==> src/design/modbus_rtu_response_checker_core_assert.svh <==
// Assertion macros for the checker core modules; mrc_fifo is the one that uses them.
// Each macro expands to one labeled concurrent assertion on the rising clock.
`ifndef MODBUS_RTU_RESPONSE_CHECKER_CORE_ASSERT_SVH
`define MODBUS_RTU_RESPONSE_CHECKER_CORE_ASSERT_SVH

// Checked only outside of reset.
`define MRC_ASSERT_RST(lbl, clk, rst, prop, msg) \
   lbl: assert property (@(posedge clk) disable iff (rst) prop) else $error(msg);

// Checked at every edge, also during reset.
`define MRC_ASSERT_ALWAYS(lbl, clk, prop, msg) \
   lbl: assert property (@(posedge clk) prop) else $error(msg);

`endif

==> src/design/mrc_pkg.sv <==
// ----------------------------------------------------------------------------
// mrc_pkg
// Types, codes and the CRC-16 byte update shared by the response checker.
// ----------------------------------------------------------------------------
package mrc_pkg;

   localparam logic [15:0] CRC_INIT  = 16'hFFFF;
   localparam logic [15:0] CRC_POLY  = 16'hA001;
   localparam int          MIN_FRAME = 8;
   localparam int          HEAD_LEN  = 7;
   localparam logic [7:0]  DEFAULT_FUNCTION = 8'h04;

   localparam logic [2:0] ST_OK    = 3'd0;
   localparam logic [2:0] ST_SHORT = 3'd1;
   localparam logic [2:0] ST_CRC   = 3'd2;
   localparam logic [2:0] ST_FUNC  = 3'd3;
   localparam logic [2:0] ST_OVER  = 3'd4;

   localparam int          CSR_INDEX_W = 1;
   localparam int          CSR_DATA_W  = 8;
   localparam logic [CSR_INDEX_W-1:0] CSR_CHECK_FUNCTION    = 1'd0;
   localparam logic [CSR_INDEX_W-1:0] CSR_EXPECTED_FUNCTION = 1'd1;

   localparam int QUEUE_DEPTH = 2;

   typedef struct packed {
      logic [7:0] rx_byte;
      logic       frame_end;
   } req_type;

   typedef struct packed {
      logic [2:0]  frame_status;
      logic [7:0]  device_address;
      logic [7:0]  function_code;
      logic [15:0] temperature_tenths;
      logic [15:0] humidity_tenths;
   } rsp_type;

   // One finished frame as the front end classified it.
   typedef struct packed {
      logic        too_short;
      logic        overflow;
      logic        crc_match;
      logic [7:0]  device_address;
      logic [7:0]  function_code;
      logic [15:0] temperature_tenths;
      logic [15:0] humidity_tenths;
   } frame_rec_type;

   typedef struct packed {
      logic full;
      logic not_empty;
   } queue_status_type;

   function automatic logic [15:0] crc_feed(input logic [15:0] crc, input logic [7:0] data);
      logic [15:0] c;
      c = crc ^ {8'h00, data};
      for (int k = 0; k < 8; k++) begin
         if (c[0]) begin
            c = (c >> 1) ^ CRC_POLY;
         end else begin
            c = c >> 1;
         end
      end
      return c;
   endfunction

endpackage

==> src/design/modbus_rtu_response_checker_core.sv <==
// A frame_end byte's record goes into the record queue, then into the result register.
// Throughput: one byte per cycle while the queue has room; the CRC-16 update is combinational.
// A two-entry record queue and the result register let bytes keep flowing while a result waits.
// Reset is synchronous and active high; it clears the frame state, the queue, the result
// valid flag and restores check_function to 0 and expected_function to 0x04.
// ----------------------------------------------------------------------------
// modbus_rtu_response_checker_core
// Checks received Modbus RTU response frames and reports status and data words.
// ----------------------------------------------------------------------------
module modbus_rtu_response_checker_core #(
   parameter int MAX_FRAME = 256
) (
   input  logic                            clock,
   input  logic                            reset,
   input  logic                            req_valid,
   input  mrc_pkg::req_type                req_data,
   output logic                            req_stall,
   output logic                            rsp_valid,
   output mrc_pkg::rsp_type                rsp_data,
   input  logic                            rsp_stall,
   input  logic                            csr_wr_en,
   input  logic [mrc_pkg::CSR_INDEX_W-1:0] csr_index,
   input  logic [mrc_pkg::CSR_DATA_W-1:0]  csr_wdata
);

   mrc_pkg::queue_status_type queue_status;
   mrc_pkg::frame_rec_type    push_rec, pop_rec;
   logic                      push, pop;

   mrc_front #(
      .MAX_FRAME (MAX_FRAME)
   ) u_front (
      .clock        (clock),
      .reset        (reset),
      .req_valid    (req_valid),
      .req_data     (req_data),
      .req_stall    (req_stall),
      .queue_status (queue_status),
      .push         (push),
      .push_rec     (push_rec)
   );

   mrc_fifo u_fifo (
      .clock        (clock),
      .reset        (reset),
      .push         (push),
      .push_rec     (push_rec),
      .pop          (pop),
      .pop_rec      (pop_rec),
      .queue_status (queue_status)
   );

   mrc_back u_back (
      .clock        (clock),
      .reset        (reset),
      .csr_wr_en    (csr_wr_en),
      .csr_index    (csr_index),
      .csr_wdata    (csr_wdata),
      .queue_status (queue_status),
      .pop_rec      (pop_rec),
      .pop          (pop),
      .rsp_valid    (rsp_valid),
      .rsp_data     (rsp_data),
      .rsp_stall    (rsp_stall)
   );

endmodule

==> src/design/mrc_front.sv <==
// ----------------------------------------------------------------------------
// mrc_front
// Accepts frame bytes, runs the CRC, keeps head and tail bytes and the count,
// and hands a classified frame record to the queue at frame end.
// ----------------------------------------------------------------------------
module mrc_front #(
   parameter int MAX_FRAME = 256
) (
   input  logic                      clock,
   input  logic                      reset,
   input  logic                      req_valid,
   input  mrc_pkg::req_type          req_data,
   output logic                      req_stall,
   input  mrc_pkg::queue_status_type queue_status,
   output logic                      push,
   output mrc_pkg::frame_rec_type    push_rec
);

   localparam int COUNT_W = $clog2(MAX_FRAME + 2);

   logic [15:0]        crc_ff, crc_in;
   logic [COUNT_W-1:0] count_ff, count_in;
   logic [7:0]         tail_ff [2];
   logic [7:0]         tail_in [2];
   logic [7:0]         head_ff [mrc_pkg::HEAD_LEN];
   logic [7:0]         head_in [mrc_pkg::HEAD_LEN];
   logic               accept;

   assign req_stall = queue_status.full;
   assign accept    = req_valid && !req_stall;

   // The two newest bytes are held back from the CRC since they may be the check word.
   always_comb begin
      crc_in   = (count_ff >= COUNT_W'(2)) ? mrc_pkg::crc_feed(crc_ff, tail_ff[0]) : crc_ff;
      count_in = (count_ff <= COUNT_W'(MAX_FRAME)) ? count_ff + COUNT_W'(1) : count_ff;
      tail_in[0] = tail_ff[1];
      tail_in[1] = req_data.rx_byte;
      for (int i = 0; i < mrc_pkg::HEAD_LEN; i++) begin
         head_in[i] = (count_ff == COUNT_W'(i)) ? req_data.rx_byte : head_ff[i];
      end
   end

   always_comb begin
      push = accept && req_data.frame_end;
      push_rec.too_short          = count_in < COUNT_W'(mrc_pkg::MIN_FRAME);
      push_rec.overflow           = count_in > COUNT_W'(MAX_FRAME);
      push_rec.crc_match          = {req_data.rx_byte, tail_ff[1]} == crc_in;
      push_rec.device_address     = head_in[0];
      push_rec.function_code      = head_in[1];
      push_rec.temperature_tenths = {head_in[3], head_in[4]};
      push_rec.humidity_tenths    = {head_in[5], head_in[6]};
   end

   always_ff @(posedge clock) begin
      if (reset || (accept && req_data.frame_end)) begin
         crc_ff   <= mrc_pkg::CRC_INIT;
         count_ff <= '0;
         tail_ff[0] <= '0;
         tail_ff[1] <= '0;
         for (int i = 0; i < mrc_pkg::HEAD_LEN; i++) begin
            head_ff[i] <= '0;
         end
      end else if (accept) begin
         crc_ff   <= crc_in;
         count_ff <= count_in;
         tail_ff[0] <= tail_in[0];
         tail_ff[1] <= tail_in[1];
         for (int i = 0; i < mrc_pkg::HEAD_LEN; i++) begin
            head_ff[i] <= head_in[i];
         end
      end
   end

endmodule

==> src/design/mrc_fifo.sv <==
// ----------------------------------------------------------------------------
// mrc_fifo
// Short queue of frame records between the front and back ends.
// ----------------------------------------------------------------------------
`include "modbus_rtu_response_checker_core_assert.svh"

module mrc_fifo (
   input  logic                      clock,
   input  logic                      reset,
   input  logic                      push,
   input  mrc_pkg::frame_rec_type    push_rec,
   input  logic                      pop,
   output mrc_pkg::frame_rec_type    pop_rec,
   output mrc_pkg::queue_status_type queue_status
);

   localparam int DEPTH = mrc_pkg::QUEUE_DEPTH;
   localparam int PTR_W = (DEPTH > 1) ? $clog2(DEPTH) : 1;
   localparam int CNT_W = $clog2(DEPTH + 1);

   mrc_pkg::frame_rec_type slot_ff [DEPTH];
   logic [PTR_W-1:0] wr_ptr_ff, rd_ptr_ff;
   logic [CNT_W-1:0] count_ff, count_in;
   logic             do_push, do_pop;

   assign queue_status.full      = count_ff == CNT_W'(DEPTH);
   assign queue_status.not_empty = count_ff != '0;
   assign do_push = push && !queue_status.full;
   assign do_pop  = pop && queue_status.not_empty;
   assign pop_rec = slot_ff[rd_ptr_ff];

   always_comb begin
      count_in = count_ff;
      if (do_push && !do_pop) begin
         count_in = count_ff + CNT_W'(1);
      end else if (do_pop && !do_push) begin
         count_in = count_ff - CNT_W'(1);
      end
   end

   always_ff @(posedge clock) begin
      if (reset) begin
         wr_ptr_ff <= '0;
         rd_ptr_ff <= '0;
         count_ff  <= '0;
      end else begin
         count_ff <= count_in;
         if (do_push) begin
            wr_ptr_ff <= (wr_ptr_ff == PTR_W'(DEPTH - 1)) ? '0 : wr_ptr_ff + PTR_W'(1);
         end
         if (do_pop) begin
            rd_ptr_ff <= (rd_ptr_ff == PTR_W'(DEPTH - 1)) ? '0 : rd_ptr_ff + PTR_W'(1);
         end
      end
   end

   always_ff @(posedge clock) begin
      if (do_push) begin
         slot_ff[wr_ptr_ff] <= push_rec;
      end
   end

   `MRC_ASSERT_RST(a_no_push_when_full, clock, reset, !(push && queue_status.full), "record pushed into a full queue")
   `MRC_ASSERT_RST(a_fill_grows, clock, reset, (do_push && !do_pop) |=> (count_ff == $past(count_ff) + CNT_W'(1)), "queue fill did not grow on push")
   `MRC_ASSERT_RST(a_fill_bounded, clock, reset, count_ff <= CNT_W'(DEPTH), "queue fill beyond its depth")

endmodule

==> src/design/mrc_back.sv <==
// ----------------------------------------------------------------------------
// mrc_back
// Holds the configuration registers, resolves the frame status and drives
// the result register.
// ----------------------------------------------------------------------------
module mrc_back (
   input  logic                                 clock,
   input  logic                                 reset,
   input  logic                                 csr_wr_en,
   input  logic [mrc_pkg::CSR_INDEX_W-1:0]      csr_index,
   input  logic [mrc_pkg::CSR_DATA_W-1:0]       csr_wdata,
   input  mrc_pkg::queue_status_type            queue_status,
   input  mrc_pkg::frame_rec_type               pop_rec,
   output logic                                 pop,
   output logic                                 rsp_valid,
   output mrc_pkg::rsp_type                     rsp_data,
   input  logic                                 rsp_stall
);

   logic             check_function_ff;
   logic [7:0]       expected_function_ff;
   logic             rsp_valid_ff;
   mrc_pkg::rsp_type rsp_data_ff, rsp_data_in;

   // A new record moves up whenever the result register is empty or being taken.
   assign pop       = queue_status.not_empty && (!rsp_valid_ff || !rsp_stall);
   assign rsp_valid = rsp_valid_ff;
   assign rsp_data  = rsp_data_ff;

   always_ff @(posedge clock) begin
      if (reset) begin
         check_function_ff    <= 1'b0;
         expected_function_ff <= mrc_pkg::DEFAULT_FUNCTION;
      end else if (csr_wr_en) begin
         case (csr_index)
            mrc_pkg::CSR_CHECK_FUNCTION:    check_function_ff    <= csr_wdata[0];
            mrc_pkg::CSR_EXPECTED_FUNCTION: expected_function_ff <= csr_wdata[7:0];
            default: ;
         endcase
      end
   end

   always_comb begin
      rsp_data_in.device_address     = pop_rec.device_address;
      rsp_data_in.function_code      = pop_rec.function_code;
      rsp_data_in.temperature_tenths = pop_rec.temperature_tenths;
      rsp_data_in.humidity_tenths    = pop_rec.humidity_tenths;
      if (pop_rec.too_short) begin
         rsp_data_in.frame_status = mrc_pkg::ST_SHORT;
      end else if (pop_rec.overflow) begin
         rsp_data_in.frame_status = mrc_pkg::ST_OVER;
      end else if (check_function_ff && (pop_rec.function_code != expected_function_ff)) begin
         rsp_data_in.frame_status = mrc_pkg::ST_FUNC;
      end else if (!pop_rec.crc_match) begin
         rsp_data_in.frame_status = mrc_pkg::ST_CRC;
      end else begin
         rsp_data_in.frame_status = mrc_pkg::ST_OK;
      end
   end

   always_ff @(posedge clock) begin
      if (reset) begin
         rsp_valid_ff <= 1'b0;
      end else if (pop) begin
         rsp_valid_ff <= 1'b1;
      end else if (!rsp_stall) begin
         rsp_valid_ff <= 1'b0;
      end
   end

   always_ff @(posedge clock) begin
      if (pop) begin
         rsp_data_ff <= rsp_data_in;
      end
   end

endmodule
==> config.mk <==
export PLATFORM = sky130hd
export DESIGN_NAME = modbus_rtu_response_checker_core
export DESIGN_NICKNAME = d
export VERILOG_FILES = /design/src/design/mrc_pkg.sv /design/src/design/modbus_rtu_response_checker_core.sv /design/src/design/mrc_front.sv /design/src/design/mrc_fifo.sv /design/src/design/mrc_back.sv
export VERILOG_INCLUDE_DIRS = /design/src /design/src/design
export SDC_FILE = /design/constraint.sdc
export NUM_CORES = 1
export LEC_CHECK = 0
export ABC_AREA = 1
export BUFFER_PORTS_ARGS = -buffer_cell sky130_fd_sc_hd__buf_2
export CAP_MARGIN = 10
export CORE_AREA = 2 2 154 141
export CTS_CLUSTER_SIZE = 25
export DETAILED_ROUTE_END_ITERATION = 8
export DIE_AREA = 0 0 156 143
export PLACE_DENSITY = 0.77
export SLEW_MARGIN = 20
export SYNTH_ARGS = -nofsm -noshare
export SYNTH_HDL_FRONTEND = slang
export SYNTH_HIERARCHICAL = 1
export SYNTH_SLANG_ARGS = --single-unit
==> constraint.sdc <==
create_clock -name clock -period 7.2 [get_ports clock]
set_input_delay 0.72 -clock clock [delete_from_list [all_inputs] [get_ports clock]]
set_output_delay 0.72 -clock clock [all_outputs]
set_load 0.02 [all_outputs]
Word-level counts from Yosys, hierarchy flattened
Memory sizes are Yosys's and may differ from the RTL's. A register that Yosys moved wholly into a read port is not among the register bits.
Cells that the tools add are included.
{"block": "op_classes", "reduce_logical": 22, "n_eq_ne": 11, "mux": 44, "order_cmp": 4, "bitwise": 19, "add_sub_neg": 5}
{"op": "$mux 16", "count": 9}
{"op": "$mux 8", "count": 16}
{"op": "$eq 9x3->1 const B", "count": 3}
{"op": "$not 2->3", "count": 8}
{"op": "$eq 9x2->1 const B", "count": 2}
{"op": "$eq 16x16->1", "count": 1}
{"op": "$xor 16x8->16", "count": 1}
{"op": "$mux 1", "count": 13}
{"op": "$add 9x1->9 const B", "count": 1}
{"op": "$eq 9x1->1 const B", "count": 1}
{"op": "$ge 9x2->1 const B", "count": 1}
{"op": "$gt 9x9->1 const B", "count": 1}
{"op": "$le 9x9->1 const B", "count": 1}
{"op": "$logic_not 9->1", "count": 1}
{"op": "$lt 9x4->1 const B", "count": 1}
{"op": "$mux 9", "count": 1}
{"op": "$or 1x1->1", "count": 9}
{"op": "$logic_and 1x1->1", "count": 8}
{"op": "$ne 8x8->1", "count": 1}
{"op": "$mux 2", "count": 3}
{"op": "$mux 3", "count": 2}
{"op": "$reduce_and 2->1", "count": 3}
{"op": "$logic_not 1->1", "count": 5}
{"op": "$reduce_bool 2->1", "count": 2}
{"op": "other kinds (9)", "count": 11}
{"block": "word_totals", "mem_bits_rw": 174, "reg_bits": 90, "memories": 3, "in_bits": 23}
{"name": "u_fifo.slot_ff", "depth": 2, "width": 51, "read_ports": 1, "rd_clocked_by_memory_dff": 1, "wr": 1, "line_no": "mrc_fifo.sv:21", "rtl": "mrc_pkg::frame_rec_type slot_ff [DEPTH];"}
{"name": "u_front.head_ff", "depth": 7, "width": 8, "read_ports": 6, "rd_clocked_by_memory_dff": 0, "wr": 7, "line_no": "mrc_front.sv:25", "rtl": "logic [7:0] head_ff [mrc_pkg::HEAD_LEN];"}
{"name": "u_front.tail_ff", "depth": 2, "width": 8, "read_ports": 2, "rd_clocked_by_memory_dff": 0, "wr": 2, "line_no": "mrc_front.sv:23", "rtl": "logic [7:0] tail_ff [2];"}

Logic depth before layout (Yosys ltp)
An unclocked memory read counts as a cell.
{"block": "logic_depth", "word_depth": 20, "ltp_mapped": 18, "ltp_nobuf": 18}

By module
Netlist, hierarchy kept.
{"module": "mrc_front", "seq_area_each_um2": 2422.3, "area_each_um2": 4972.3, "cells_each": 680, "instances": 1}
{"module": "mrc_fifo", "seq_area_each_um2": 3163.0, "area_each_um2": 4180.3, "cells_each": 196, "instances": 1}
{"module": "mrc_back", "seq_area_each_um2": 1731.7, "area_each_um2": 2043.2, "cells_each": 130, "instances": 1}

Least setup slack after synthesis
No wires, ideal clock.
{"block": "synth_path", "kind": "input to register", "from": "input port rsp_stall", "to": "register u_fifo.count_ff[1]", "setup_slack_ps": 2945, "path_stages": 8, "setup_ps": 64, "path_buffers": 0, "arrival_time_ps": 4191, "cell_sequence": "a21oi_1 -> nand2_1 -> ha_1 -> inv_1 -> nand3_1 -> nand2_1 -> inv_1 -> nor2_1"}
{"block": "synth_via", "elab_chain_len": 7, "word_cells_on_any_way": 9}
{"item": "from (decl)", "line_no": "modbus_rtu_response_checker_core.sv:20", "rtl": "input logic rsp_stall,"}
{"item": "$logic_not 1->1 *", "line_no": "mrc_back.sv:26", "rtl": "assign pop = queue_status.not_empty && (!rsp_valid_ff || !rsp_stall);"}
{"item": "$logic_or 1x1->1 *", "line_no": "mrc_back.sv:26"}
{"item": "$logic_and 1x1->1 *", "line_no": "mrc_back.sv:26"}
{"item": "$logic_and 1x1->1 *", "line_no": "mrc_fifo.sv:29", "rtl": "assign do_pop = pop && queue_status.not_empty;"}
{"item": "$logic_not 1->1", "line_no": "mrc_fifo.sv:34", "rtl": "if (do_push && !do_pop) begin"}
{"item": "$logic_and 1x1->1", "line_no": "mrc_fifo.sv:34"}
{"item": "$mux 2 / $reduce_bool 2->1 (equally long branches)"}
{"item": "to (signal assigned)", "line_no": "mrc_fifo.sv:47", "rtl": "count_ff <= count_in;"}
{"item": "to (decl)", "line_no": "mrc_fifo.sv:23", "rtl": "logic [CNT_W-1:0] count_ff, count_in;"}
Mark *: on every way between the ends. The rest lies on a longest branch, timed or not.
A chain may end at the register's enable or synchronous reset.

==> run metrics <==
post-synth cell types=32; Final Cycle Share=39.3%; commonest non-fill, non-tap cells in the layout=332 x nand2_1, 217 x edfxtp_1, 105 x inv_1; Worst setup EP type=register; Final Instance Area=12,600 um2; residual DRC count=0; Post-synth EDFFs=217; gr ovfl total=0; Worst-path clk slew=0.06 ns; CP Launch Type=register; via count=7,317; Synth top area share=58.2%; Layout fillers=1,556; most common cell after layout, fill and taps aside=nand2_1; number of global-route vias before repair=6,963; post-synth top area cell=edfxtp_1; multi-input logic area=3300 um2; Detail Route Antenna Nets=0; dpl cells=1,325; Final Skew=0.0175 ns; nets=1,122; Sinks on Clock Net=257; Yosys warning count=6; core region area=20,600 um2; CP arrival=3.08 ns; net count after synthesis=1,034; global-route wire length before repair=33,900 um; Synth Flop Type=edfxtp_1; # setup viols final=0; R2R depth=10; Routed WL=21,000 um; register area=7320 um2; pin count of the biggest net entering global routing=60; Synth-to-Final Area Change=12.3%; ys async rst share=0%; final core utilization=61.1%; total CTS buffers=27; Post-CTS Resized=0; CP required=7.46 ns; CTS Buffer Depth=3; Crit. path cell count=10; initial antenna violation count=0; Pwr per Cell Area=367 nW/um2; crit-path max FO=41; routed len/inst=15.3 um; Root Driver=clkbuf_16; setup bufs post-CTS=0; Placer Congestion=0.833; Area contributors post-synth=edfxtp_1 58%, nand2_1 11%, dfxtp_1 7.2%, mux2_4 6.7%, inv_1 3.6%; CP max-delay cell=buf_4; I/O pins=76; critical path's top delay family=buffers and inverters; Vias/cell=5.33; HP Class=in2reg; DP Area=11,800 um2; status=complete, no violations; Port Buffers=75; Starting Density=54.4%; Hold Fails Final Rpt=0; Final Max Tran Viols=0; actual slew at the worst max-slew pin=1.01 ns; hold depth=3; Slew headroom=32.8%; Final min period=2.83 ns; Skew-Pair Late Insertion Delay=0.53 ns; CP dominant cell by count=nor2_1; cells along the critical path=inv_1 > nor2_1 > nor2_1 > inv_1 > nor2_1 > or2_1 > nor2_4 > inv_2 > buf_4 > a21oi_1; CTS H-tree lvls=1; Setup TNS=0 ns; hold buffers post-CTS=0; syn_area_per_cell=11.1 um2; share of cells above drive strength 1=16.2%; CTS tree=done; FF+latch count, synth=257; Die Y=143 um; All-Layer GR Usage=18.9%; max-capacitance violation count=0; Max VDD drop=0.168 mV; Die W=156 um; HPWL Detailed=13,600 um; worst path bufs/invs=4; Crit Path Class=reg2reg; Die Footprint=22,300 um2; Post-Layout Cell Count=1,374; Mapped Area=11,200 um2; leak pwr=0.00532 uW; total power=4610 uW; register area share after synthesis=65.4%; DRT iter0 DRCs=736; CP max stage delay=0.51 ns; Antenna Cells=0; RSZ-0062 raised after global routing=no; drt pass-1 iters=6; Mapped Cells=1,006; Std-Cell Rows=50; Peak Freq=354 MHz
==> cell usage after synthesis (all sizes together) (2+ instances only) <==
master,instances
nand4,6
dfxtp,40
nor3,5
buf,18
xnor2,5
xor2,6
o22ai,17
clkbuf,4
nand3b,2
ha,5
nor2,67
edfxtp,217
nand3,40
o21ai,27
a22oi,2
nand2,333
mux2,51
inv,107
a21oi,50
==> tightest hold or removal path: stages <==
cell and delay, ns:
buf_2 0.08, nand2_1 0.04, nand3_1 0.06
==> per-stage QoR <==
stage               hold slack (ns)  setup WS, ns
floorplan                     0.430          2.94
global placement              0.442          4.18
detailed placement            0.466          4.08
CTS                           0.398          4.40
global route                  0.416          4.15
finish                        0.412          4.37
==> where the power goes <==
part / internal [uW] / leakage [uW] / switching (uW)
Combinational: 429 / 0.00248 / 728
Clock: 727 / 0.000384 / 533
Sequential: 2040 / 0.00245 / 157
==> registers in the layout (all words and copies together), names as in the netlist, 2 cells and up, named ones only <==
register	flops
u_fifo/slot_ff	102
u_back/rsp_data	51
u_front/head_ff	48
u_front/crc_ff	16
u_front/tail_ff	16
u_front/count_ff	9
u_back/expected_function_ff	8
u_fifo/count_ff	2
==> worst paths after layout <==
kind	from	end	slack, ns
max	u_fifo/count_ff[1]$_SDFFE_PP0P_	u_front/head_ff[5][4]$_SDFFCE_PN0P_	4.37
min	csr_wdata[2]	u_back/expected_function_ff[2]$_SDFFE_PP1P_	0.41
max reg2reg	u_fifo/count_ff[1]$_SDFFE_PP0P_	u_front/head_ff[5][4]$_SDFFCE_PN0P_	4.37
min reg2reg	u_back/check_function_ff$_SDFFE_PP0P_	u_back/check_function_ff$_SDFFE_PP0P_	0.47
==> cell type report <==
type	count	share of cell area, %
inverters	107	3.19
clock inverters	13	0.766
repair buffers	81	3.34
clock buffers	36	5.64
flip-flops and latches	257	58.2
well taps	260	2.59
multi-input cells	620	26.2
==> logic make-up (layout without fill, tap and decap cells) <==
kind of cell             after synthesis  count (layout)  share of synthesized area (%)
AND/OR/NAND/NOR                      456             456                           16.4
flip-flops                           257             257                           65.4
buffers and inverters                129             237                           5.41
AO/OA/AOI/OAI                         97              97                           4.64
multiplexers                          51              51                           6.81
XOR/XNOR                              11              11                          0.861
adder cells (fa/ha/maj)                5               5                          0.559
==> routing by layer <==
| metal | up-vias | share of wire, % | GRT usage (%) |
|---|---|---|---|
| li1 | 3568 | - | - |
| met1 | 3461 | 43 | 24.5 |
| met4 | 0 | 2.3 | 5.50 |
| met3 | 50 | 6.1 | 3.55 |
| met5 | - | 0 | 0 |
| met2 | 238 | 49 | 32.6 |
Note: power is estimated with default switching activity, not from simulation.
